$ cat src/design/sevnote_pkg.sv
// shared types, constants and helpers for the score event to note event decoder
// no dependencies; imported by the controller, the datapath and the top level
package sevnote_pkg;

   // field widths
   localparam int QTICK_W   = 16;
   localparam int VOL_W     = 8;
   localparam int CODE_W    = 8;
   localparam int DATA_W    = 8;
   localparam int KIND_W    = 2;
   localparam int OUT_TIME_W = 32;
   localparam int CSR_IDX_W = 1;
   localparam int CSR_DATA_W = 16;

   // duration datapath widths
   localparam int DUR_W       = 19;            // quarter_ticks * 6, unshifted
   localparam int SCALED_W    = 22;            // duration * 2n, n up to 3
   localparam int RECIP_W     = 23;
   localparam int RECIP_SHIFT = 24;
   localparam int PROD_W      = SCALED_W + RECIP_W;
   localparam int TDIV_W      = 3;             // tuplet divisor 2n+1
   localparam int TUP_W       = 2;
   localparam int DIVN_W      = 3;

   // register indexes
   localparam logic [CSR_IDX_W-1:0] CSR_QUARTER_TICKS = 1'd0;
   localparam logic [CSR_IDX_W-1:0] CSR_START_VOLUME  = 1'd1;

   // register reset values
   localparam logic [QTICK_W-1:0] QUARTER_TICKS_RESET = 16'd500;
   localparam logic [VOL_W-1:0]   START_VOLUME_RESET  = 8'd127;

   // event codes
   localparam logic [CODE_W-1:0] CODE_REST        = 8'd128;
   localparam logic [CODE_W-1:0] CODE_PROGRAM     = 8'd129;
   localparam logic [CODE_W-1:0] CODE_PROGRAM_ALT = 8'd134;
   localparam logic [CODE_W-1:0] CODE_VOLUME      = 8'd132;

   // note data byte layout
   localparam int CHORD_BIT = 7;
   localparam int TIE_BIT   = 6;
   localparam int TUP_LSB   = 4;
   localparam int DOT_BIT   = 3;
   localparam int DIVN_LSB  = 0;

   // result kinds
   localparam logic [KIND_W-1:0] KIND_NOTE_ON  = 2'd0;
   localparam logic [KIND_W-1:0] KIND_NOTE_OFF = 2'd1;
   localparam logic [KIND_W-1:0] KIND_PROGRAM  = 2'd2;

   typedef struct packed {
      logic              track_start;
      logic [CODE_W-1:0] event_code;
      logic [DATA_W-1:0] event_data;
   } req_item_type;

   typedef struct packed {
      logic [OUT_TIME_W-1:0] event_time;
      logic [KIND_W-1:0]     event_kind;
      logic [7:0]            key_or_program;
      logic [VOL_W-1:0]      note_velocity;
      logic                  tied_out;
      logic                  last_of_run;
   } rsp_item_type;

   typedef enum logic [2:0] {
      CLS_NOTE,
      CLS_REST,
      CLS_PROGRAM,
      CLS_VOLUME,
      CLS_OTHER
   } code_class_type;

   typedef enum logic [2:0] {
      S_IDLE,
      S_BASE,
      S_MUL,
      S_CORR,
      S_WORK,
      S_NOTE_OFF
   } ctrl_state_type;

   // controller to datapath
   typedef struct packed {
      logic load;
      logic calc_base;
      logic calc_mul;
      logic calc_corr;
      logic calc_off;
      logic push_on;
      logic push_off;
      logic push_prg;
      logic advance;
      logic set_vol;
   } dp_cmd_type;

   // datapath to controller
   typedef struct packed {
      code_class_type cls;
      logic           tup_nz;
      logic           out_free;
   } dp_status_type;

   // sort an event code into its handling class
   function automatic code_class_type code_class(input logic [CODE_W-1:0] code);
      code_class_type cls;
      case (code) inside
         [8'd0:8'd127]:                   cls = CLS_NOTE;
         CODE_REST:                       cls = CLS_REST;
         CODE_PROGRAM, CODE_PROGRAM_ALT:  cls = CLS_PROGRAM;
         CODE_VOLUME:                     cls = CLS_VOLUME;
         default:                         cls = CLS_OTHER;
      endcase
      return cls;
   endfunction

   // floor(2^24 / (2n+1)) for the tuplet divide by 3, 5 or 7
   function automatic logic [RECIP_W-1:0] tuplet_recip(input logic [TUP_W-1:0] tup);
      logic [RECIP_W-1:0] r;
      case (tup)
         2'd1:    r = 23'd5592405;
         2'd2:    r = 23'd3355443;
         2'd3:    r = 23'd2396745;
         default: r = '0;
      endcase
      return r;
   endfunction

endpackage

$ cat src/design/sevnote_ctrl.sv
// sequencing state machine for the score event decoder
// depends on sevnote_pkg; drives the datapath by dp_cmd_type commands
module sevnote_ctrl (
   input  logic                       clock,
   input  logic                       reset,
   input  logic                       req_valid,
   output logic                       req_ready,
   input  sevnote_pkg::dp_status_type status,
   output sevnote_pkg::dp_cmd_type    cmd
);
   import sevnote_pkg::*;

   ctrl_state_type state_ff;
   ctrl_state_type state_in;

   // state register
   always_ff @(posedge clock) begin
      if (reset) begin
         state_ff <= S_IDLE;
      end else begin
         state_ff <= state_in;
      end
   end

   // next state
   always_comb begin
      state_in = state_ff;
      case (state_ff)
         S_IDLE: begin
            if (req_valid) state_in = S_BASE;
         end
         S_BASE: begin
            state_in = status.tup_nz ? S_MUL : S_WORK;
         end
         S_MUL: begin
            state_in = S_CORR;
         end
         S_CORR: begin
            state_in = S_WORK;
         end
         S_WORK: begin
            case (status.cls)
               CLS_NOTE:    if (status.out_free) state_in = S_NOTE_OFF;
               CLS_PROGRAM: if (status.out_free) state_in = S_IDLE;
               default:     state_in = S_IDLE;
            endcase
         end
         S_NOTE_OFF: begin
            if (status.out_free) state_in = S_IDLE;
         end
         default: begin
            state_in = S_IDLE;
         end
      endcase
   end

   // command outputs
   always_comb begin
      cmd       = '0;
      req_ready = 1'b0;
      case (state_ff)
         S_IDLE: begin
            req_ready = 1'b1;
            cmd.load  = req_valid;
         end
         S_BASE: begin
            cmd.calc_base = 1'b1;
         end
         S_MUL: begin
            cmd.calc_mul = 1'b1;
         end
         S_CORR: begin
            cmd.calc_corr = 1'b1;
         end
         S_WORK: begin
            cmd.calc_off = 1'b1;
            case (status.cls)
               CLS_NOTE:    cmd.push_on  = status.out_free;
               CLS_REST:    cmd.advance  = 1'b1;
               CLS_PROGRAM: cmd.push_prg = status.out_free;
               CLS_VOLUME:  cmd.set_vol  = 1'b1;
               default:     cmd          = cmd;
            endcase
         end
         S_NOTE_OFF: begin
            cmd.push_off = status.out_free;
            cmd.advance  = status.out_free;
         end
         default: begin
            cmd = '0;
         end
      endcase
   end

   // accepted item always starts with the base duration step
   a_load_to_base: assert property (@(posedge clock) disable iff (reset)
      cmd.load |=> state_ff == S_BASE)
      else $error("accepted item did not move to base step");

   // the divide correction follows the reciprocal multiply directly
   a_mul_to_corr: assert property (@(posedge clock) disable iff (reset)
      state_ff == S_MUL |=> state_ff == S_CORR)
      else $error("reciprocal multiply not followed by correction");

   // note-off stage is only reached after the note-on stage
   a_off_after_on: assert property (@(posedge clock) disable iff (reset)
      (state_ff == S_NOTE_OFF && !$past(reset)) |->
         ($past(state_ff) == S_WORK || $past(state_ff) == S_NOTE_OFF))
      else $error("note-off stage entered out of order");

endmodule

$ cat src/design/sevnote_dp.sv
// datapath: config registers, time and volume state, duration math, result register
// depends on sevnote_pkg; commanded by sevnote_ctrl
module sevnote_dp #(
   parameter int TIME_WIDTH = 32
) (
   input  logic                                 clock,
   input  logic                                 reset,
   input  logic                                 csr_we,
   input  logic [sevnote_pkg::CSR_IDX_W-1:0]    csr_index,
   input  logic [sevnote_pkg::CSR_DATA_W-1:0]   csr_wdata,
   input  sevnote_pkg::req_item_type            req_item,
   input  sevnote_pkg::dp_cmd_type              cmd,
   output sevnote_pkg::dp_status_type           status,
   output logic                                 rsp_valid,
   input  logic                                 rsp_ready,
   output sevnote_pkg::rsp_item_type            rsp_item
);
   import sevnote_pkg::*;

   localparam int SUM_W = (TIME_WIDTH > SCALED_W) ? TIME_WIDTH : SCALED_W;
   localparam int EXT_W = (TIME_WIDTH > OUT_TIME_W) ? TIME_WIDTH : OUT_TIME_W;

   // config registers
   logic [QTICK_W-1:0] quarter_ticks_ff;
   logic [VOL_W-1:0]   start_volume_ff;

   // block state
   logic [TIME_WIDTH-1:0] time_ff;
   logic [TIME_WIDTH-1:0] time_in;
   logic [VOL_W-1:0]      vol_ff;

   // captured item and working values
   logic [CODE_W-1:0]     code_ff;
   logic [DATA_W-1:0]     data_ff;
   logic [DUR_W-1:0]      dur_ff;
   logic [DUR_W-1:0]      dur_in;
   logic [SCALED_W-1:0]   scaled_ff;
   logic [PROD_W-1:0]     prod_ff;
   logic [TIME_WIDTH-1:0] off_ff;

   // result register
   logic         rsp_valid_ff;
   rsp_item_type rsp_item_ff;
   rsp_item_type rsp_item_in;

   // decoded data byte
   logic              chord;
   logic              tie;
   logic [TUP_W-1:0]  tup;
   logic              dot;
   logic [DIVN_W-1:0] divn;
   logic [TDIV_W-1:0] tdiv;

   logic [DUR_W-1:0]      base_raw;
   logic [SCALED_W-1:0]   scaled_in;
   logic [SCALED_W-1:0]   quot_est;
   logic [SCALED_W+TDIV_W-1:0] quot_mul;
   logic [SCALED_W-1:0]   rem_est;
   logic                  rem_over;
   logic [SCALED_W-1:0]   rem_fix;
   logic [SCALED_W-1:0]   quot_fix;
   logic [SCALED_W-1:0]   dur_x7;
   logic [SUM_W-1:0]      off_sum;
   logic [SUM_W-1:0]      adv_sum;
   logic [EXT_W-1:0]      time_ext;
   logic [EXT_W-1:0]      off_ext;
   logic                  any_push;

   assign chord = data_ff[CHORD_BIT];
   assign tie   = data_ff[TIE_BIT];
   assign tup   = data_ff[TUP_LSB +: TUP_W];
   assign dot   = data_ff[DOT_BIT];
   assign divn  = data_ff[DIVN_LSB +: DIVN_W];
   assign tdiv  = {tup, 1'b1};

   // config writes
   always_ff @(posedge clock) begin
      if (reset) begin
         quarter_ticks_ff <= QUARTER_TICKS_RESET;
         start_volume_ff  <= START_VOLUME_RESET;
      end else if (csr_we) begin
         case (csr_index)
            CSR_QUARTER_TICKS: quarter_ticks_ff <= csr_wdata[QTICK_W-1:0];
            CSR_START_VOLUME:  start_volume_ff  <= csr_wdata[VOL_W-1:0];
            default:           quarter_ticks_ff <= quarter_ticks_ff;
         endcase
      end
   end

   // capture the item
   always_ff @(posedge clock) begin
      if (cmd.load) begin
         code_ff <= req_item.event_code;
         data_ff <= req_item.event_data;
      end
   end

   // base duration: ticks * 4 or * 6, shifted down by division
   assign base_raw = ({1'b0, quarter_ticks_ff, 2'b00}
                      + (dot ? {2'b00, quarter_ticks_ff, 1'b0} : '0)) >> divn;

   // tuplet scale d * 2n, then multiply by 1/(2n+1)
   assign scaled_in = SCALED_W'(dur_ff) * SCALED_W'({tup, 1'b0});

   // reciprocal estimate is the true quotient or one below it
   assign quot_est = prod_ff[RECIP_SHIFT +: SCALED_W];
   assign quot_mul = quot_est * tdiv;
   assign rem_est  = scaled_ff - quot_mul[SCALED_W-1:0];
   assign rem_over = rem_est >= SCALED_W'(tdiv);
   assign rem_fix  = rem_over ? rem_est - SCALED_W'(tdiv) : rem_est;
   assign quot_fix = quot_est + SCALED_W'(rem_over);

   always_comb begin
      dur_in = dur_ff;
      if (cmd.calc_base) dur_in = base_raw;
      if (cmd.calc_corr) dur_in = quot_fix[DUR_W-1:0];
   end

   // duration pipeline registers
   always_ff @(posedge clock) begin
      dur_ff <= dur_in;
      if (cmd.calc_mul) begin
         scaled_ff <= scaled_in;
         prod_ff   <= scaled_in * tuplet_recip(tup);
      end
   end

   // note-off time: current time plus 7/8 of the duration
   assign dur_x7  = {dur_ff, 3'b000} - SCALED_W'(dur_ff);
   assign off_sum = SUM_W'(time_ff) + SUM_W'(dur_x7[SCALED_W-1:3]);
   assign adv_sum = SUM_W'(time_ff) + SUM_W'(dur_ff);

   always_ff @(posedge clock) begin
      if (cmd.calc_off) off_ff <= off_sum[TIME_WIDTH-1:0];
   end

   // running time and volume
   always_comb begin
      time_in = time_ff;
      if (cmd.load && req_item.track_start) time_in = '0;
      if (cmd.advance && !chord) time_in = adv_sum[TIME_WIDTH-1:0];
   end

   always_ff @(posedge clock) begin
      if (reset) begin
         time_ff <= '0;
         vol_ff  <= START_VOLUME_RESET;
      end else begin
         time_ff <= time_in;
         if (cmd.load && req_item.track_start) begin
            vol_ff <= start_volume_ff;
         end else if (cmd.set_vol) begin
            vol_ff <= data_ff;
         end
      end
   end

   // result item build
   assign time_ext = EXT_W'(time_ff);
   assign off_ext  = EXT_W'(off_ff);
   assign any_push = cmd.push_on || cmd.push_off || cmd.push_prg;

   always_comb begin
      rsp_item_in                = '0;
      rsp_item_in.event_time     = time_ext[OUT_TIME_W-1:0];
      rsp_item_in.key_or_program = code_ff;
      if (cmd.push_on) begin
         rsp_item_in.event_kind    = KIND_NOTE_ON;
         rsp_item_in.note_velocity = vol_ff;
      end else if (cmd.push_off) begin
         rsp_item_in.event_time  = off_ext[OUT_TIME_W-1:0];
         rsp_item_in.event_kind  = KIND_NOTE_OFF;
         rsp_item_in.tied_out    = tie;
         rsp_item_in.last_of_run = 1'b1;
      end else begin
         rsp_item_in.event_kind     = KIND_PROGRAM;
         rsp_item_in.key_or_program = data_ff;
         rsp_item_in.last_of_run    = 1'b1;
      end
   end

   // output register
   always_ff @(posedge clock) begin
      if (reset) begin
         rsp_valid_ff <= 1'b0;
      end else if (any_push) begin
         rsp_valid_ff <= 1'b1;
      end else if (rsp_ready) begin
         rsp_valid_ff <= 1'b0;
      end
   end

   always_ff @(posedge clock) begin
      if (any_push) rsp_item_ff <= rsp_item_in;
   end

   assign rsp_valid       = rsp_valid_ff;
   assign rsp_item        = rsp_item_ff;
   assign status.cls      = code_class(code_ff);
   assign status.tup_nz   = tup != '0;
   assign status.out_free = !rsp_valid_ff || rsp_ready;

   // a push never overwrites a result that is still waiting
   a_push_free: assert property (@(posedge clock) disable iff (reset)
      any_push |-> (!rsp_valid_ff || rsp_ready))
      else $error("result register overwritten");

   // only one result loaded per cycle
   a_one_push: assert property (@(posedge clock) disable iff (reset)
      $onehot0({cmd.push_on, cmd.push_off, cmd.push_prg}))
      else $error("more than one result push");

   // corrected remainder lands below the tuplet divisor
   a_rem_range: assert property (@(posedge clock) disable iff (reset)
      cmd.calc_corr |-> rem_fix < SCALED_W'(tdiv))
      else $error("tuplet quotient correction out of range");

endmodule

$ cat src/design/score_event_to_note_events.sv
// top level of the score event to note event decoder
// depends on sevnote_pkg, sevnote_ctrl and sevnote_dp
//
//   port group   direction   handshake          payload
//   req_         in          req_valid/ready    req_item_type
//   rsp_         out         rsp_valid/ready    rsp_item_type
//   csr_         in          csr_we             csr_index, csr_wdata
//
// one item at a time: every item passes the base and work steps, a note
// then the note-off step; a tuplet adds the reciprocal multiply and correction
// a note holds two results, each waiting on the single output register
// reset is synchronous; time clears to zero, volume and registers load defaults
// a stall on rsp_ready holds the sequencer in the push step; req_ready is low then
module score_event_to_note_events #(
   parameter int TIME_WIDTH = 32
) (
   input  logic                                clock,
   input  logic                                reset,
   input  logic                                req_valid,
   output logic                                req_ready,
   input  sevnote_pkg::req_item_type           req_item,
   output logic                                rsp_valid,
   input  logic                                rsp_ready,
   output sevnote_pkg::rsp_item_type           rsp_item,
   input  logic                                csr_we,
   input  logic [sevnote_pkg::CSR_IDX_W-1:0]   csr_index,
   input  logic [sevnote_pkg::CSR_DATA_W-1:0]  csr_wdata
);
   import sevnote_pkg::*;

   dp_cmd_type    cmd;
   dp_status_type status;

   // sequencer
   sevnote_ctrl u_ctrl (
      .clock     (clock),
      .reset     (reset),
      .req_valid (req_valid),
      .req_ready (req_ready),
      .status    (status),
      .cmd       (cmd)
   );

   // datapath
   sevnote_dp #(
      .TIME_WIDTH (TIME_WIDTH)
   ) u_dp (
      .clock     (clock),
      .reset     (reset),
      .csr_we    (csr_we),
      .csr_index (csr_index),
      .csr_wdata (csr_wdata),
      .req_item  (req_item),
      .cmd       (cmd),
      .status    (status),
      .rsp_valid (rsp_valid),
      .rsp_ready (rsp_ready),
      .rsp_item  (rsp_item)
   );

endmodule
$ cat config.mk
export PLATFORM = sky130hd
export DESIGN_NAME = score_event_to_note_events
export DESIGN_NICKNAME = d
export VERILOG_FILES = /design/src/design/sevnote_pkg.sv /design/src/design/sevnote_ctrl.sv /design/src/design/sevnote_dp.sv /design/src/design/score_event_to_note_events.sv
export SDC_FILE = /design/constraint.sdc
export NUM_CORES = 1
export LEC_CHECK = 0
export BUFFER_PORTS_ARGS = -buffer_cell sky130_fd_sc_hd__buf_4
export CAP_MARGIN = 10
export CORE_UTILIZATION = 50
export DETAILED_ROUTE_END_ITERATION = 7
export PLACE_DENSITY = 0.67
export SETUP_SLACK_MARGIN = 0.05
export SLEW_MARGIN = 20
export SYNTH_ARGS = -nofsm -noshare
export SYNTH_HDL_FRONTEND = slang
export SYNTH_SLANG_ARGS = --single-unit
$ cat constraint.sdc
create_clock -name clock -period 5.3 [get_ports clock]
set_input_delay 1.06 -clock clock [delete_from_list [all_inputs] [get_ports clock]]
set_output_delay 1.06 -clock clock [all_outputs]
set_load 0.01 [all_outputs]
; ---- Yosys cells after proc, flatten, opt, wreduce, memory -nomap -nowiden
; Cells that the tools add are included.
[totals]
wordCells = 97
n_memories = 0
latch_bits = 0
ramBits = 0
rom_bits = 0
in_bits = 39
regBits = 187
[op_classes]
multipliers = 0
n_eq_ne = 14
shift = 1
n_mux = 38
n_bitwise = 2
add_sub_neg = 4
div = 0
reduce_logical = 20
n_lt_le_gt_ge = 2
[ops]
columns = operator, count
row1 = two-way mux 32 bit, 4
row2 = adder 32 x 19 -> 32 bit, 2
row3 = two-way mux 19 bit, 2
row4 = equality test 8 bit (second input constant), 4
row5 = two-way mux 8 bit, 4
row6 = two-way mux 3 bit, 8
row7 = subtractor 22 x 19 -> 22 bit, 1
row8 = adder 18 x 19 -> 19 bit, 1
row9 = right shift 19 x 3 -> 19 bit, 1
row10 = case mux 3 bit (6 select lines), 1
row11 = two-way mux 17 bit, 1
row12 = two-way mux 1 bit, 14
row13 = equality test 3 x 2 -> 1 bit (second input constant), 4
row14 = nonzero test 2 bit, 5
row15 = greater-or-equal comparator 8 x 1 -> 1 bit (second input constant), 1
row16 = less-or-equal comparator 8 x 7 -> 1 bit (second input constant), 1
row17 = equality test 3 x 1 -> 1 bit (second input constant), 2
row18 = equality test 3 bit (second input constant), 2
row19 = logical NOT 3 bit, 2
row20 = case mux 3 bit (2 select lines), 1
row21 = AND reduction 2 bit, 3
row22 = two-way mux 2 bit, 2
row23 = OR reduction 2 bit, 2
row24 = logical AND 1 bit, 3
row25 = other kinds (6), 10

; ---- Depth between registers and ports, before layout
; Gate-level depths: netlist of run 1.
[logic_depth]
depth_word = 11
ltp_mapped = 17

; ---- Modules after synthesis
; A second synthesis of run 1 with hierarchy kept.
[unflattened]
cells_unflattened = 1106
area_unflattened_um2 = 11312.1
[modules_own_cells]
columns = module, area_per_inst_um2, instances, cells_each, seq_area_each_um2
row1 = sevnote_dp, 10994.3, 1, 1067, 4874.7
row2 = sevnote_ctrl, 317.8, 1, 39, 60.1

; ---- Worst setup path before layout of run 1
; No wires, ideal clock.
[synth_path]
path_kind = register -> register
start = reg u_dp.dur_ff[0]
end = reg u_dp.off_ff[30] (netlist: u_dp.off_ext[30]) (data pin)
required_time_ns = 5.034
arrival_ns = 4.145
path_buffers = 0
path_stages_with_launch = 17
path_slack_ns = 0.889
setup_ns = 0.266
path_cell_list = edfxtp_1 > ha_1 > nor4b_1 > o22ai_1 > o22ai_1 > nor2b_1 > o31a_1 > nor2_1 > xnor2_1 > ha_1 > and2_1 > or2_2 > a221o_1 > a221o_1 > a211oi_2 > nor3_1 > xor2_1
[synth_via]
elab_chain_len = 2
[synth_rtl]
columns = item, line_no
row1 = from (decl), sevnote_dp.sv:35  ; logic [DUR_W-1:0] dur_ff;
row2 = from (signal assigned), sevnote_dp.sv:121  ; dur_ff <= dur_in;
row3 = subtractor 22 x 19 -> 22 bit, sevnote_dp.sv:129  ; assign dur_x7 = {dur_ff, 3'b000} - SCALED_W'(dur_ff);
row4 = adder 32 x 19 -> 32 bit, sevnote_dp.sv:130  ; assign off_sum = SUM_W'(time_ff) + SUM_W'(dur_x7[SCALED_W-1:3]);
row5 = net u_dp.off_sum[30], sevnote_dp.sv:63  ; logic [SUM_W-1:0] off_sum;
row6 = to (signal assigned), sevnote_dp.sv:134  ; if (cmd.calc_off) off_ff <= off_sum[TIME_WIDTH-1:0];
row7 = to (decl), sevnote_dp.sv:39  ; logic [TIME_WIDTH-1:0] off_ff;
; The timed path passes the listed nets, and every way through them passes these cells.
; A chain may end at the register's enable or synchronous reset.

; ---- Worst setup path after layout of run 1
; Ends and elaborated chain as after synthesis.

==> results of run 1 <==
-- cell families (layout without fill, tap and decap cells) --
group | Yosys count | after routing | synth area share (%)
xor gates and xnor gates | 62 | 62 | 4.65
buffers and inverters | 88 | 169 | 2.94
and+or+nand+nor | 396 | 396 | 17.6
muxes | 83 | 83 | 9.09
DFF | 187 | 187 | 42.2
adders and majority gates | 76 | 76 | 8.33
AOI/OAI and AO/OA | 268 | 268 | 15.1
-- synth_stat cells, drive strengths merged, types with 28 or more instances --
| cell | number | area [um2] |
|---|---|---|
| inv | 36 | 135 |
| and2 | 30 | 188 |
| nand2 | 92 | 345 |
| clkbuf | 40 | 150 |
| nand3 | 37 | 190 |
| xnor2 | 34 | 298 |
| edfxtp | 119 | 3570 |
| mux2 | 55 | 619 |
| nor2 | 85 | 319 |
| a21oi | 85 | 425 |
| o21ai | 45 | 225 |
| xor2 | 28 | 245 |
| dfxtp | 68 | 1360 |
| ha | 73 | 913 |
-- worst max-delay path: cells and delay by family, from the launching register on --
| family | cells | cell delay (ns) |
|---|---|---|
| DFF | 1 | 0.44 |
| adders and majority gates | 2 | 0.70 |
| AOI/OAI and AO/OA | 6 | 1.90 |
| and+or+nand+nor | 6 | 1.39 |
| xor gates and xnor gates | 2 | 0.29 |
-- worst max-delay path by stage --
stage,end,cells after the start
final,u_dp.off_ext[30]$_DFFE_PP_,16
after global routing,u_dp.off_ext[30]$_DFFE_PP_,16
after CTS,u_dp.off_ext[24]$_DFFE_PP_,16
after detailed placement,u_dp.off_ext[30]$_DFFE_PP_,16
after global placement,u_dp.off_ext[30]$_DFFE_PP_,16
after floorplan,u_dp.off_ext[30]$_DFFE_PP_,16
-- cell usage in the layout (no fill, tap or decap), types with 30 or more instances in the layout --
cell,count
mux2_2,54
xnor2_1,34
dfxtp_1,68
nand3_1,36
and2_1,30
nand2_1,91
o21ai_0,42
nor2_1,85
ha_1,73
inv_1,35
a21oi_1,85
edfxtp_1,119
buf_4,99
-- layer usage --
layer | track usage [%] | part of all wire, % | vias to the layer above
met2 | 37.2 | 49 | 175
met1 | 29.6 | 48 | 4199
li1 | - | - | 4451
met3 | 3.06 | 2.7 | 15
met5 | 0 | 0 | -
met4 | 4.43 | 0.69 | 0
-- per-stage QoR --
step | power (mW) | utilization [%] | hold slack [ns] | std cells
after floorplan | 2.55 | - | 0.435 | 1160
after global placement | 2.76 | 55.5 | 0.446 | 1522
after detailed placement | 2.79 | 55.5 | 0.450 | 1522
after CTS | 4.09 | 58.2 | 0.470 | 1554
after global routing | 4.28 | 58.2 | 0.493 | 1554
final | 4.06 | 58.2 | 0.468 | 1554
-- where the power goes --
part           internal (mW)  switching, mW
registers               1.67         0.0752
clock network          0.646          0.652
logic                  0.466          0.558
total                   2.78           1.28
-- cell type report --
| class | instances | share of cell area, % |
|---|---|---|
| multi-input cells | 885 | 48.3 |
| flip-flops and latches | 187 | 37.2 |
| repair buffers | 100 | 5.76 |
| clock buffers | 17 | 3.21 |
| well taps | 313 | 2.95 |
| clock inverters | 15 | 1.46 |
| inverters | 37 | 1.05 |
-- flip-flops by register name, indices dropped and copies added, names as in the netlist --
signal	count
u_dp.quarter_ticks_ff	16
u_ctrl.state_ff	3
u_dp.rsp_item	52
u_dp.code_ff	8
u_dp.rsp_valid	1
u_dp.off_ext	32
u_dp.data_ff	8
u_dp.start_volume_ff	8
u_dp.dur_ff	19
u_dp.time_ext	32
u_dp.vol_ff	8
==> flow_metrics.py, run 1 <==
metrics = {
    "outcome": {
        "run_status": "finished, final reports clean",
    },
    "clock_tree": {
        "cts-root-buf": "clkbuf_16",
        "cts.sink_count": 187,
        "post-cts-setup-buffers": 0,
        "cts.clk_slew.worst_paths_ns": 0.09,
        "htree_levels": 4,
        "post_cts_resized": 0,
        "cts_buffers": 17,
        "cts_buffer_depth": 2,
        "cts_tree": "built",
        "clkLatencyLatePin_ns": 0.44,
        "holdBufCountCts": 0,
    },
    "timing": {
        "fin_tns_setup_ns": 0,
        "setup_viol": 0,
        "finalCriticalPeriod_ns": 4.96,
        "period_share_pct": 93.5,
        "hold_viol": 0,
        "fmax_mhz": 202,
        "rsz0062_at_grt": "no",
        "slew_violations": 0,
        "skew_ns": 0.0172,
        "fin_ws_ns": 0.343,
        "tightestPinTransition_ns": 1.04,
        "relSlewSlack_pct": 30.4,
    },
    "critical_path": {
        "crit_type": "reg2reg",
        "critPathMaxStageDelay_ns": 0.49,
        "cp-startpoint": "u_dp.dur_ff[0]$_DFFE_PP_",
        "cp-end-kind": "register",
        "r2r_cells": 16,
        "cp.required_ns": 5.48,
        "r2r_slack_ns": 0.34,
        "cp_slowest_cell": "a211oi_2",
        "critical_path_arrival_ns": 5.14,
        "path_cells": "ha_1 > nor4b_1 > o22ai_1 > o22ai_1 > nor2b_1 > o31a_1 > nor2_1 > xnor2_1 > ha_1 > and2_1 > or2_2 > a221o_1 > a221o_1 > a211oi_2 > nor3_1 > xor2_1",
        "worstSetupStartpointType": "register",
        "worstPathMaxFanout": 6,
        "r2r-end": "u_dp.off_ext[30]$_DFFE_PP_",
        "regToRegStartpoint": "u_dp.dur_ff[0]$_DFFE_PP_",
    },
    "run": {
        "drv_cap": 0,
    },
    "logic_synthesis": {
        "synth_area_um2": 11700,
        "yosysUniqueCellTypes": 79,
        "synthArstFlopShare_pct": 0,
        "synthFlopType": "edfxtp_1",
        "synth_cells": 1160,
        "synth-edff-count": 119,
        "synth-seq-cells": 187,
        "avgSynthCellArea_um2": 10.1,
        "synth_fp_nets": 1275,
        "ys.warnings.count": 0,
        "synth-seq-area-share_pct": 42.2,
    },
    "floorplanning": {
        "rows": 55,
        "pin_count": 93,
        "die_h_um": 155,
        "initial_utilization_pct": 51.3,
        "die-width_um": 155,
        "die_area_um2": 24000,
        "core_um2": 22800,
    },
    "cells_and_area": {
        "diodes": 0,
        "fin_nets": 1343,
        "area_growth_pct": 13.5,
        "fill_cells": 1969,
        "multi_input_area_um2": 6410,
        "fin_area_um2": 13300,
        "final-seq-area_um2": 4930,
        "drive_gt1_share_pct": 18.5,
    },
    "global_routing": {
        "grt_antenna_before_repair": 0,
        "grt_max_degree": 82,
        "grt_usage_pct": 21.8,
        "grt_pass1_vias": 8537,
        "globalRouteOverflowTotal": 0,
        "grt_first_pass_wirelength_mm": 42.2,
    },
    "placement": {
        "routabilityCongestion": 0.859,
        "placed_area_um2": 12600,
        "io_buffer_count": 92,
        "place_ws_ns": 0.371,
        "dp_hpwl_mm": 18.6,
    },
    "route": {
        "dr.pass1.iters": 5,
        "num_vias": 8840,
        "drt_iter0_drc": 470,
        "postRouteAntennaNets": 0,
        "vias_per_cell": 5.69,
        "wl_mm": 25.1,
        "drc": 0,
        "wl_per_cell_um": 16.1,
    },
    "hold_path": {
        "hold_path_end": "u_dp.start_volume_ff[2]$_SDFFE_PP1P_",
        "hold_depth": 1,
        "hp-class": "reg2reg",
        "hold_start": "u_dp.start_volume_ff[2]$_SDFFE_PP1P_",
    },
    "power": {
        "power_leakage_nw": 5.45,
        "vdd_drop_max_mv": 0.231,
        "power_density_nw_per_um2": 307,
    },
}
Note: power is estimated with default switching activity, not from simulation.
==> run 2, diff against run 1 <==
--- a/config.mk
+++ b/config.mk
@@ -5,11 +5,11 @@
 export SDC_FILE = /design/constraint.sdc
 export NUM_CORES = 1
 export LEC_CHECK = 0
-export BUFFER_PORTS_ARGS = -buffer_cell sky130_fd_sc_hd__buf_4
 export CAP_MARGIN = 10
 export CORE_UTILIZATION = 50
 export DETAILED_ROUTE_END_ITERATION = 7
-export PLACE_DENSITY = 0.67
+export DONT_BUFFER_PORTS = 1
+export PLACE_DENSITY = 0.64
 export SETUP_SLACK_MARGIN = 0.05
 export SLEW_MARGIN = 20
 export SYNTH_ARGS = -nofsm -noshare
==> run 2 against run 1 <==
  * First-iteration DRC count increased by 23%
  * Sequential cell count unchanged
  * Register-to-register slack improved by 0.097 ns
  * Worst hold slack got worse by 0.012 ns
  * Clock skew decreased by 0.0018 ns
==> flow_metrics.py, run 2 (synthesized netlist as in run 1, its figures left out) <==
metrics = {
    "outcome": {
        "run_status": "finished, final reports clean",
    },
    "cells_and_area": {
        "final-seq-area_um2": 4930,
        "largest_register_ffs": 52,
        "fill_cells": 2010,
        "fin_nets": 1252,
        "fin_area_um2": 12600,
        "final_common_cell": "edfxtp_1",
        "multi_input_area_um2": 6410,
        "fin_util_pct": 55.2,
        "drive_gt1_share_pct": 12.0,
        "layout_common_cells": "edfxtp_1 (119), nand2_1 (91), nor2_1 (85), a21oi_1 (85), ha_1 (73)",
        "diodes": 0,
        "area_growth_pct": 7.54,
    },
    "floorplanning": {
        "pin_count": 93,
        "die-width_um": 155,
        "rows": 55,
        "initial_utilization_pct": 51.3,
        "core_um2": 22800,
        "die_area_um2": 24000,
        "die_h_um": 155,
    },
    "timing": {
        "hold_viol": 0,
        "relSlewSlack_pct": 28.8,
        "slew_violations": 0,
        "fmax_mhz": 206,
        "skew_ns": 0.0155,
        "period_share_pct": 91.7,
        "setup_viol": 0,
        "rsz0062_at_grt": "no",
        "tightestPinTransition_ns": 1.07,
        "fin_tns_setup_ns": 0,
        "finalCriticalPeriod_ns": 4.86,
    },
    "power": {
        "power_leakage_nw": 5.02,
        "vdd_drop_max_mv": 0.251,
        "power_density_nw_per_um2": 322,
    },
    "route": {
        "num_vias": 8511,
        "dr_wl_met3_um": 949,
        "wl_met1_mm": 11.9,
        "drc": 0,
        "postRouteAntennaNets": 0,
        "wl_met2_mm": 11.5,
        "wl_per_cell_um": 16.9,
        "wl_mm": 24.7,
        "highest_layer": "met4",
        "drt_iter0_drc": 580,
        "vias_per_cell": 5.82,
        "dr.pass1.iters": 5,
    },
    "global_routing": {
        "grt_max_degree": 82,
        "grt_first_pass_wirelength_mm": 40.3,
        "grt_usage_pct": 21.0,
        "globalRouteOverflowTotal": 0,
        "grt_antenna_before_repair": 0,
        "grt_pass1_vias": 7980,
    },
    "clock_tree": {
        "cts_buffers": 17,
        "clkLatencyLatePin_ns": 0.44,
        "cts.sink_count": 187,
        "htree_levels": 4,
        "cts.clk_slew.worst_paths_ns": 0.08,
        "holdBufCountCts": 0,
        "cts_buffer_depth": 2,
        "post_cts_resized": 0,
        "cts_tree": "built",
        "cts-root-buf": "clkbuf_16",
        "post-cts-setup-buffers": 0,
    },
    "run": {
        "drv_cap": 0,
    },
    "critical_path": {
        "cp.required_ns": 5.47,
        "cp-end-kind": "register",
        "critical_path_arrival_ns": 5.03,
        "crit_type": "reg2reg",
        "worstPathMaxFanout": 6,
        "r2r_cells": 16,
        "worstSetupStartpointType": "register",
    },
    "hold_path": {
        "hp-class": "reg2reg",
        "hold_depth": 2,
    },
    "placement": {
        "placed_area_um2": 11900,
        "routabilityCongestion": 0.839,
        "dp_hpwl_mm": 18.0,
        "io_buffer_count": 0,
    },
}
## run 2: cell count changes in the layout (fill, tap and decap cells not counted)
| cell | change |
|---|---|
| clkinv_8 | -4 |
| inv_12 | +4 |
| clkinv_2 | -1 |
| inv_8 | +1 |
| clkinvlp_4 | -1 |
| inv_6 | +1 |
| clkinv_4 | -1 |
| buf_4 | -90 |
| buf_12 | -1 |
| inv_4 | +1 |
## run 2: worst paths after layout
check | end | from | slack, ns
max | u_dp.off_ext[30]$_DFFE_PP_ | u_dp.dur_ff[0]$_DFFE_PP_ | 0.44
max reg2reg | u_dp.off_ext[30]$_DFFE_PP_ | u_dp.dur_ff[0]$_DFFE_PP_ | 0.44
min reg2reg | u_dp.start_volume_ff[7]$_SDFFE_PP0P_ | u_dp.start_volume_ff[7]$_SDFFE_PP0P_ | 0.46
min | u_dp.start_volume_ff[7]$_SDFFE_PP0P_ | u_dp.start_volume_ff[7]$_SDFFE_PP0P_ | 0.46
## run 2: layout make-up
class / instances / share of cell area, %
clock inverter: 15 / 1.58
inverter: 37 / 1.11
clock buffer: 17 / 3.39
sequential: 187 / 39.3
tap: 313 / 3.12
timing repair buffer: 9 / 0.538
multi-input combinational: 885 / 51.0
## run 2: layer usage
layer | vias to the layer above | GRT usage, %
met3 | 24 | 3.51
met4 | 0 | 5.85
met1 | 4042 | 29.2
met5 | - | 0
met2 | 175 | 33.7
li1 | 4270 | -
## run 2: through the flow
step	power (mW)	worst slack (ns)	instances	hold WS, ns
final	4.05	0.439	1463	0.456
after global placement	2.71	0.568	1431	0.445
after global routing	4.25	0.0830	1463	0.487
after floorplan	2.55	0.889	1160	0.435
after detailed placement	2.73	0.525	1431	0.445
after CTS	4.08	0.480	1463	0.458
## run 2: power breakdown
group / internal, mW / total, mW / switching, mW / leakage [nW]
clock network: 0.661 / 1.35 / 0.685 / 0.304
logic: 0.429 / 0.948 / 0.519 / 3.09
registers: 1.67 / 1.75 / 0.0850 / 1.63
total: 2.76 / 4.05 / 1.29 / 5.02
## run 2: worst max-delay path, cell delays in order, from the launching register on
cell and delay (ns):
edfxtp_1 0.44, ha_1 0.33, nor4b_1 0.44, o22ai_1 0.26, o22ai_1 0.26, nor2b_1 0.24, o31a_1 0.14, nor2_1 0.05
xnor2_1 0.12, ha_1 0.34, and2_1 0.19, or2_2 0.27, a221o_1 0.29, a221o_1 0.43, a211oi_2 0.48, nor3_1 0.16
xor2_1 0.17
==> run 3, diff against run 2 <==
--- a/config.mk
+++ b/config.mk
@@ -5,10 +5,12 @@
 export SDC_FILE = /design/constraint.sdc
 export NUM_CORES = 1
 export LEC_CHECK = 0
+export ABC_AREA = 1
 export CAP_MARGIN = 10
 export CORE_UTILIZATION = 50
 export DETAILED_ROUTE_END_ITERATION = 7
 export DONT_BUFFER_PORTS = 1
+export HOLD_SLACK_MARGIN = 0.1
 export PLACE_DENSITY = 0.64
 export SETUP_SLACK_MARGIN = 0.05
 export SLEW_MARGIN = 20
==> run 3 against run 2 <==
  * Routed wire length increased by 37%
  * Clock power increased by 3%
  * Combinational power increased by 23%
  * Synthesized cell count increased by 43%
  * Design area increased by 5.8%
  * Total power increased by 6.5%
  * Highest routed layer unchanged
  * Core utilization decreased by 0.50 points
  * Sequential share of layout area decreased by 2.2 points
  * Worst hold slack improved by 0.038 ns
==> flow_metrics.py, run 3 <==
metrics = {
    "route": {
        "postRouteAntennaNets": 0,
        "dr.pass1.iters": 6,
        "drt_iter0_drc": 683,
        "num_vias": 10914,
        "drc": 0,
        "wl_mm": 33.9,
        "vias_per_cell": 5.50,
        "wl_per_cell_um": 17.1,
    },
    "logic_synthesis": {
        "yosysUniqueCellTypes": 54,
        "synthTopCellsByCount": "nand2_1 (492), inv_1 (195), nand3_1 (152)",
        "synth_cells": 1662,
        "synthAdderAreaFrac_pct": 7.85,
        "synth_mux_area_share_pct": 0,
        "synth_top_area_share_pct": 28.8,
        "synthArstFlopShare_pct": 0,
        "synth-seq-cells": 187,
        "synth_most_common_cell": "nand2_1",
        "synth-simple-area-share_pct": 30.0,
        "synth_area_um2": 12400,
        "avgSynthCellArea_um2": 7.46,
        "synth-edff-count": 119,
        "synth-seq-area-share_pct": 39.8,
        "synth_top_family_by_area": "simple AND/OR/NAND/NOR gates",
        "synth_xor_area_share_pct": 3.04,
        "ys.warnings.count": 0,
        "synth_fp_nets": 1777,
        "synth_largest_area_cell": "edfxtp_1",
        "synthFlopType": "edfxtp_1",
        "synth_area_leaders": "edfxtp_1 (29%), nand2_1 (15%), dfxtp_1 (11%)",
        "synth_compound_area_share_pct": 11.1,
    },
    "power": {
        "power_leakage_nw": 6.17,
        "power_density_nw_per_um2": 324,
        "vdd_drop_max_mv": 0.230,
    },
    "critical_path": {
        "crit_cells": 20,
        "crit_type": "reg2reg",
        "r2r-end": "u_dp.off_ext[26]$_DFFE_PP_",
        "worstSetupStartpointType": "register",
        "worst_path_most_repeated_cell": "nand2_1",
        "critPathMaxStageDelay_ns": 0.51,
        "cp.required_ns": 5.51,
        "path_cells": "inv_1 > ha_1 > nand2_1 > nor2_1 > inv_1 > nor4_1 > nand3_1 > nand3_1 > xor2_1 > ha_1 > nand2_1 > nor2_1 > inv_1 > nor2_1 > nand4_1 > nand3_2 > and2b_2 > nand2_1 > nand2_1 > nand2_1",
        "critical_path_arrival_ns": 4.21,
        "regToRegStartpoint": "u_dp.dur_ff[16]$_SDFFCE_PP0P_",
        "crit_family": "simple AND/OR/NAND/NOR gates",
        "r2r_slack_ns": 1.31,
        "r2r_cells": 20,
        "cp-end-kind": "register",
        "cp_slowest_cell": "edfxtp_1",
        "critPathBufInv": 3,
        "worstPathMaxFanout": 5,
    },
    "global_routing": {
        "grt_max_degree": 46,
        "globalRouteOverflowTotal": 0,
        "grt_antenna_before_repair": 0,
        "grt_first_pass_wirelength_mm": 54.7,
        "grt_usage_pct": 27.4,
        "grt_pass1_vias": 10498,
    },
    "floorplanning": {
        "die_area_um2": 25400,
        "initial_utilization_pct": 51.0,
        "die_h_um": 159,
        "die-width_um": 159,
        "core_um2": 24300,
        "pin_count": 93,
        "rows": 57,
    },
    "clock_tree": {
        "holdBufCountCts": 0,
        "cts_buffers": 17,
        "cts.sink_count": 187,
        "cts.clk_slew.worst_paths_ns": 0.09,
        "clkLatencyLatePin_ns": 0.45,
        "post_cts_resized": 0,
        "htree_levels": 4,
        "cts_tree": "built",
        "post-cts-setup-buffers": 0,
        "cts_buffer_depth": 2,
        "cts-root-buf": "clkbuf_16",
    },
    "timing": {
        "setup_viol": 0,
        "fmax_mhz": 250,
        "hold_viol": 0,
        "finalCriticalPeriod_ns": 3.99,
        "period_share_pct": 75.3,
        "rsz0062_at_grt": "no",
        "skew_ns": 0.0264,
        "relSlewSlack_pct": 58.2,
        "slew_violations": 0,
        "tightestPinTransition_ns": 0.627,
        "fin_tns_setup_ns": 0,
        "fin_ws_ns": 1.31,
    },
    "hold_path": {
        "hold_depth": 2,
        "hp-class": "reg2reg",
        "hold_start": "u_ctrl.state_ff[1]$_SDFFE_PP0P_",
        "hold_path_end": "u_ctrl.state_ff[1]$_SDFFE_PP0P_",
    },
    "cells_and_area": {
        "layout_common_cells": "nand2_1 (492), inv_1 (195), nand3_1 (152)",
        "fill_cells": 2386,
        "final-seq-area_um2": 4930,
        "diodes": 0,
        "final_common_cell": "nand2_1",
        "largest_register_ffs": 52,
        "drive_gt1_share_pct": 4.69,
        "fin_nets": 1764,
        "area_growth_pct": 7.25,
        "multi_input_area_um2": 6450,
        "fin_util_pct": 54.7,
    },
    "placement": {
        "io_buffer_count": 0,
        "routabilityCongestion": 0.932,
        "dp_hpwl_mm": 26.7,
        "place_ws_ns": 1.27,
    },
    "outcome": {
        "run_status": "finished, final reports clean",
    },
    "run": {
        "drv_cap": 0,
    },
}
[run 3: changes by cell type in the layout (fill, tap and decap cells not counted), sizes merged, moves of 39 or more]
| cell | previous run | this run |
|---|---|---|
| nand3 | 37 | 157 |
| nor2 | 85 | 137 |
| mux2 | 55 | 0 |
| inv | 48 | 210 |
| o21ai | 45 | 84 |
| nand2 | 92 | 498 |
[run 3: power breakdown]
part | leakage, nW | internal (mW) | switching, mW
logic | 4.19 | 0.380 | 0.789
clock network | 0.311 | 0.668 | 0.722
registers | 1.67 | 1.67 | 0.0766
total | 6.17 | 2.72 | 1.59
[run 3: worst max-delay path by stage]
stage | slack (ns) | start | to
after floorplan | 2.13 | u_dp.dur_ff[1]$_DFFE_PP_ | u_dp.off_ext[31]$_DFFE_PP_
after global placement | 1.21 | u_dp.dur_ff[16]$_SDFFCE_PP0P_ | u_dp.off_ext[30]$_DFFE_PP_
after detailed placement | 1.27 | u_dp.dur_ff[16]$_SDFFCE_PP0P_ | u_dp.off_ext[26]$_DFFE_PP_
after CTS | 1.26 | u_dp.dur_ff[16]$_SDFFCE_PP0P_ | u_dp.off_ext[26]$_DFFE_PP_
after global routing | 0.94 | u_dp.dur_ff[16]$_SDFFCE_PP0P_ | u_dp.off_ext[26]$_DFFE_PP_
final | 1.31 | u_dp.dur_ff[16]$_SDFFCE_PP0P_ | u_dp.off_ext[26]$_DFFE_PP_
[run 3: through the flow]
stage	std cells	cell area, um2	hold WS, ns	total power [mW]
after floorplan	1662	12400	0.455	2.64
after global placement	1954	12600	0.479	2.94
after detailed placement	1954	12600	0.477	2.94
after CTS	1986	13300	0.495	4.32
after global routing	1986	13300	0.519	4.54
final	1986	13300	0.494	4.31
[run 3: logic make-up (layout without fill, tap and decap cells)]
| family | count (synthesis) | in the layout |
|---|---|---|
| AOI/OAI and AO/OA | 247 | 247 |
| xor gates and xnor gates | 43 | 43 |
| adders and majority gates | 76 | 76 |
| and+or+nand+nor | 863 | 863 |
| buffers and inverters | 246 | 246 |
| DFF | 187 | 187 |
[run 3: layer usage]
layer | vias to the layer above | global-route usage [%] | part of all wire, %
li1 | 5499 | - | -
met1 | 5098 | 35.0 | 44
met2 | 263 | 47.9 | 49
met3 | 54 | 3.39 | 4.1
met4 | 0 | 9.18 | 2.8
met5 | - | 0 | 0
[run 3: worst min-delay path, cell delays in order (launching register included)]
cell and delay (ns):
dfxtp_1 0.34, nand2_1 0.07, a21oi_1 0.05
[run 3: final cells by class]
class	count	share of cell area (%)
tap	324	3.05
timing repair buffer	10	0.565
clock buffer	17	3.20
multi-input combinational	1229	48.6
sequential	187	37.1
clock inverter	15	1.65
inverter	204	5.85
